--- src/rtl/sfd_pkg.sv ---
`default_nettype none
package sfd_pkg;

  localparam int unsigned SampleW = 24;
  localparam int unsigned OutW    = 26;
  localparam int unsigned HistW   = 26;
  localparam int unsigned DelayW  = 25;
  localparam int unsigned StepW   = 26;
  localparam int unsigned GainW   = 16;
  localparam int unsigned MixW    = 17;
  localparam int unsigned LenW    = 16;
  localparam int unsigned MulAW   = 27;
  localparam int unsigned MulBW   = 18;
  localparam int unsigned ProdW   = MulAW + MulBW;
  localparam int unsigned AddrW   = 5;
  localparam int unsigned DataW   = 32;

  localparam logic [DelayW-1:0] DelayReset = 25'd3072000;
  localparam logic [GainW-1:0]  GainReset  = 16'd26214;
  localparam logic [MixW-1:0]   WetReset   = 17'd32768;
  localparam logic [LenW-1:0]   LenReset   = 16'd2400;
  localparam logic [GainW-1:0]  GainMax    = 16'd62259;
  localparam logic [MixW-1:0]   WetOne     = 17'd65536;
  localparam logic [4:0]        DivLast    = 5'd24;

  typedef enum logic [2:0] {
    REG_TARGET = 3'd0,
    REG_GAIN   = 3'd1,
    REG_WET    = 3'd2,
    REG_LEN    = 3'd3,
    REG_BYPASS = 3'd4,
    REG_STEREO = 3'd5
  } reg_idx_e;

  typedef enum logic [2:0] {
    MUL_NONE,
    MUL_FRAC,
    MUL_FB,
    MUL_DRY,
    MUL_WET
  } mul_op_e;

  typedef enum logic [3:0] {
    ST_IDLE,
    ST_ADV,
    ST_ADDR,
    ST_RD1,
    ST_RD2,
    ST_MUL1,
    ST_DLY,
    ST_MUL2,
    ST_WR,
    ST_MUL4,
    ST_DONE
  } state_e;

  typedef struct packed {
    logic    adv;
    logic    addr;
    logic    rd;
    logic    rd_hi;
    logic    dly;
    logic    wr;
    logic    acc;
    logic    fin;
    mul_op_e mul;
  } cmd_t;

  typedef struct packed {
    logic in_valid;
    logic busy;
    logic bypass;
    logic out_free;
  } status_t;

endpackage
`default_nettype wire

--- src/rtl/sfd_ctrl.sv ---
`default_nettype none
module sfd_ctrl (
  input  wire logic            clk_i,
  input  wire logic            rst_ni,
  input  wire sfd_pkg::status_t status_i,
  output logic                 in_stall_o,
  output sfd_pkg::cmd_t        cmd_o
);
  import sfd_pkg::*;

  state_e state_q, state_d;

  always_ff @(posedge clk_i or negedge rst_ni) begin
    if (!rst_ni) begin
      state_q <= ST_IDLE;
    end else begin
      state_q <= state_d;
    end
  end

  always_comb begin
    state_d = state_q;
    unique case (state_q)
      ST_IDLE: begin
        if (status_i.in_valid && !status_i.busy) begin
          state_d = status_i.bypass ? ST_DONE : ST_ADV;
        end
      end
      ST_ADV:  state_d = ST_ADDR;
      ST_ADDR: state_d = ST_RD1;
      ST_RD1:  state_d = ST_RD2;
      ST_RD2:  state_d = ST_MUL1;
      ST_MUL1: state_d = ST_DLY;
      ST_DLY:  state_d = ST_MUL2;
      ST_MUL2: state_d = ST_WR;
      ST_WR:   state_d = ST_MUL4;
      ST_MUL4: state_d = ST_DONE;
      ST_DONE: begin
        if (status_i.out_free) begin
          state_d = ST_IDLE;
        end
      end
      default: state_d = ST_IDLE;
    endcase
  end

  always_comb begin
    cmd_o      = '0;
    cmd_o.mul  = MUL_NONE;
    in_stall_o = 1'b1;
    unique case (state_q)
      ST_IDLE: in_stall_o = status_i.busy;
      ST_ADV:  cmd_o.adv = 1'b1;
      ST_ADDR: cmd_o.addr = 1'b1;
      ST_RD1:  cmd_o.rd = 1'b1;
      ST_RD2: begin
        cmd_o.rd    = 1'b1;
        cmd_o.rd_hi = 1'b1;
      end
      ST_MUL1: cmd_o.mul = MUL_FRAC;
      ST_DLY:  cmd_o.dly = 1'b1;
      ST_MUL2: cmd_o.mul = MUL_FB;
      ST_WR: begin
        cmd_o.wr  = 1'b1;
        cmd_o.mul = MUL_DRY;
      end
      ST_MUL4: begin
        cmd_o.acc = 1'b1;
        cmd_o.mul = MUL_WET;
      end
      ST_DONE: cmd_o.fin = 1'b1;
      default: in_stall_o = 1'b1;
    endcase
  end

endmodule
`default_nettype wire

--- config.mk ---
export PLATFORM = sky130hd
export DESIGN_NAME = sfd_ctrl
export DESIGN_NICKNAME = d
export VERILOG_FILES = /design/src/rtl/sfd_pkg.sv /design/src/rtl/sfd_ctrl.sv
export SDC_FILE = /design/constraint.sdc
export NUM_CORES = 1
export LEC_CHECK = 0
export ABC_AREA = 1
export BUFFER_PORTS_ARGS = -buffer_cell sky130_fd_sc_hd__buf_4
export CAP_MARGIN = 20
export CORE_AREA = 2 2 39 41
export DETAILED_ROUTE_END_ITERATION = 6
export DIE_AREA = 0 0 41 43
export PLACE_DENSITY_LB_ADDON = 0.1
export SYNTH_ARGS = -nofsm -noshare
export SYNTH_HDL_FRONTEND = slang
export SYNTH_SLANG_ARGS = --single-unit
--- constraint.sdc ---
create_clock -name clk_i -period 1 [get_ports clk_i]
set_input_delay 0.1 -clock clk_i [delete_from_list [all_inputs] [get_ports clk_i]]
set_output_delay 0.1 -clock clk_i [all_outputs]
set_load 0.05 [all_outputs]
After elaboration in Yosys (flattened, before gate mapping):

Index checks and enable logic that the tools add are counted.

* register bits after elaboration: 4
* bits of input ports: 6
* word-level logic and storage cells: 32

* equality and inequality tests: 12
* muxes and demuxes: 14
* reduce and logical (&&, ||, !) cells: 5

Operator list (number)
* $pmux W4 S11: 1
* $eq A4 B3 Y1 const B: 4
* $eq A4 B4 Y1 const B: 3
* $mux W4: 3
* $pmux W3 S4: 1
* $mux W1: 9
* $eq A4 B2 Y1 const B: 2
* $eq A4 B1 Y1 const B: 1
* $logic_not A4 Y1: 1
* $ne A2 B2 Y1 const B: 2
* $reduce_and A2 Y1: 1
* $reduce_or A2 Y1: 1
* $logic_and A1 B1 Y1: 1
* $logic_not A1 Y1: 1

Depth between registers and ports, before layout:

* depth after elaboration: 4
* depth in mapped cells: 7
* depth with buffers taken out: 7

Least setup slack after synthesis:

OpenSTA, ideal clock, no wires.

* path kind: register -> output
* start point: register state_q[0]
* end point: output port cmd_o[8] in the netlist's numbering
* data arrival time: 1800 ps
* slack: -900 ps
* cell stages (with the launch flop): 4
* path buffers: 0
* path through: dfrtp_1 -> nor2_2 -> inv_2 -> o21ai_0

RTL lines
* start: declaration: line sfd_ctrl.sv:11 `state_e state_q, state_d;`
* start signal: assignment: line sfd_ctrl.sv:17 `state_q <= state_d;`
* end: declaration: line sfd_ctrl.sv:7 `output sfd_pkg::cmd_t cmd_o`

==> out/results.ini <==
[critical_path]
arrival_ps=1310
critPathLaunchType=flop
slowest_stage=dfrtp_1
max_stage_delay_ps=410
path_class=flop to output port
cp_common_cell=buf_6
end_kind=output port
cp_max_fo=6
path_cells=buf_6 -> nor2_4 -> nand2_2 -> o21ai_4 -> buf_6
crit_required_ps=900

[sta]
post-route-min-period_ps=1410
fmax_ghz=0.709
relSlewSlack_pct=86.1
hold_viol=0
fin_skew_ps=2.91
setup_tns_ps=-5350
maxSlewViolCount=0
min_period_over_period_pct=141
fin_ws_ps=-411
worst_slew_pin_slew_ps=208
setup_viol=16
grt_setup_unrepaired=true

[cells_and_area]
largest_reg_flops=4
final.fill_count=128
syn_to_final_growth_pct=132
diodes=0
fin_nets=105
utilization_pct=61.1
regMostFlops=state_q
seq_area_um2=103
drive_gt1_share_pct=70.1
top_regs=state_q: 4 flops
multiInputGateArea_um2=303

[power_and_ir_drop]
switching_share_pct=53.7
power.leakage_uw=0.000415
clock_power_share_pct=6.6
combPwrFrac_pct=81.8
p_switching_uw=1560
p_per_area_nw_per_um2=3430
power_frac_seq_pct=11.6
p_int_uw=1340
peakVddDrop_uv=1670

[logic_synthesis]
yosys-top-cells-area=dfrtp_1, inv_1, nand2_1
synthCells=62
avgSynthCellArea_um2=5.87
netlist_area_um2=364
synth_nets=68
ys_warn_count=0
ys_ff_latch=4
seq_area_frac_synth_pct=27.5
synth-edff-count=0
synth.top_cell.area_share_pct=27.5
ys.flop_type=dfrtp_1
yosysMostFrequentCell=inv_1
synthTopCellsByCount=inv_1, nand2_1, nor2_1, nand3_1, o21ai_0
synth_top_area_cell=dfrtp_1
synth_cell_types=13
ys_async_sr_fraction_pct=100

[flow_run]
maxCapViolCount=0

[placement]
post-place-ws_ps=-255
place_congestion=0.788
dp_hpwl_um=825
io_buffers=17

[route]
vias=496
drtAntennaViolNets=0
drt_iter0_drc=3
drc=0
first_pass_iters=3
routed_via_density=4.39
drt-total-wl_um=1060
wire_per_inst_um=9.35

[outcome]
outcome=finished with violations
violations=setup timing

[floorplanning]
pin_count=18
core_area_um2=1380
die_h_um=43
fp.dieW_um=41
num_rows=14
die-area_um2=1760
initial_core_util_pct=26.3

[cts]
clk_pin_slew_worst_paths_ps=40
cts.htree.levels=1
cts_buffers=3
root_buffer=clkbuf_4
cts_tree=done
insertion_delay_ps=230
cts_buffer_depth=2
cts.sinks=4

[global_routing]
grt_usage_pct=14.2
grt_max_degree=7
grt.overflow.total=0
first_global_vias=459
antenna_found_initial=0
grt_pass1_wl_um=1710

[hold_path]
hold_class=input port to flop

## cell families (layout without fill, tap and decap cells)
family	Yosys count	count (layout)	synth area share, %
AOI/OAI and AO/OA	6	6	8.25
buffers and inverters	18	53	19.6
DFF	4	4	27.5
and+or+nand+nor	34	34	44.7
## worst max-delay path: cells and delay by family, from the launching register on
family | cells | cell delay [ps]
buffers and inverters | 2 | 310
AND/OR/NAND/NOR | 2 | 300
AO/OA/AOI/OAI | 1 | 70
flip-flops | 1 | 410
## final timing paths
| kind | start | end | slack [ps] | cells past startpoint |
|---|---|---|---|---|
| setup / recovery | state_q[3] | cmd_o[8] | -410 | 5 |
| hold / removal | status_i[1] | state_q[0] | 190 | 4 |
| setup reg to reg | state_q[3] | state_q[1] | -280 | 7 |
| hold reg to reg | state_q[1] | state_q[1] | 680 | 3 |
| max in group asynchronous | rst_ni | state_q[1] | 690 | 2 |
| min in group asynchronous | rst_ni | state_q[0] | 200 | 2 |
## cell usage in the layout (no fill, tap or decap), types with 3 or more instances in the layout
cell,Yosys,final
nand2_1,12,7
nor2_1,10,3
nor2_4,1,8
nor2_2,3,3
nand2_2,0,4
buf_8,0,3
inv_2,1,5
o21ai_0,5,3
inv_1,16,8
clkbuf_4,0,3
buf_6,0,13
buf_4,1,16
nand3_1,6,4
## area by class of cell
cell class / count / share of cell area, %
repair buffers: 33 / 38.0
flip-flops and latches: 4 / 12.1
well taps: 16 / 2.37
clock buffers: 3 / 2.66
inverters: 17 / 9.02
multi-input cells: 40 / 35.8
## power groups by stage
stage	clock network [uW]	logic (uW)	registers, uW
6_report	192	2370	337
3_5_place_dp	0	1880	312
5_1_grt	213	2550	345
3_3_place_gp	0	1880	312
4_1_cts	209	2140	335
2_1_floorplan	0	1330	326
## metal layers
layer / share of wire [%] / track usage, %
met5: 0 / 0
met4: 0 / 8.00
met3: 2.1 / 0
met2: 60 / 23.8
met1: 38 / 17.4
## metrics by stage
step	cell area, um2	hold slack, ps	power, uW	cells
after CTS	766	176	2680	110
final	846	191	2900	113
after global placement	644	-103	2190	102
after global routing	846	217	3110	113
after detailed placement	644	-103	2190	102
after floorplan	448	-196	1650	62
## timing repair
action / 4_1_cts / 5_1_grt
gates resized for setup: 18 / 16
buffers inserted: 4 / 3
cloned: 0 / 0
hold buffers: 1 / 0
endpoints found under the hold margin: 4 / 0
pin swaps: 0 / 6
setup endpoints to repair: 16 / 16
No activity file was read; power rests on OpenSTA's default activity.
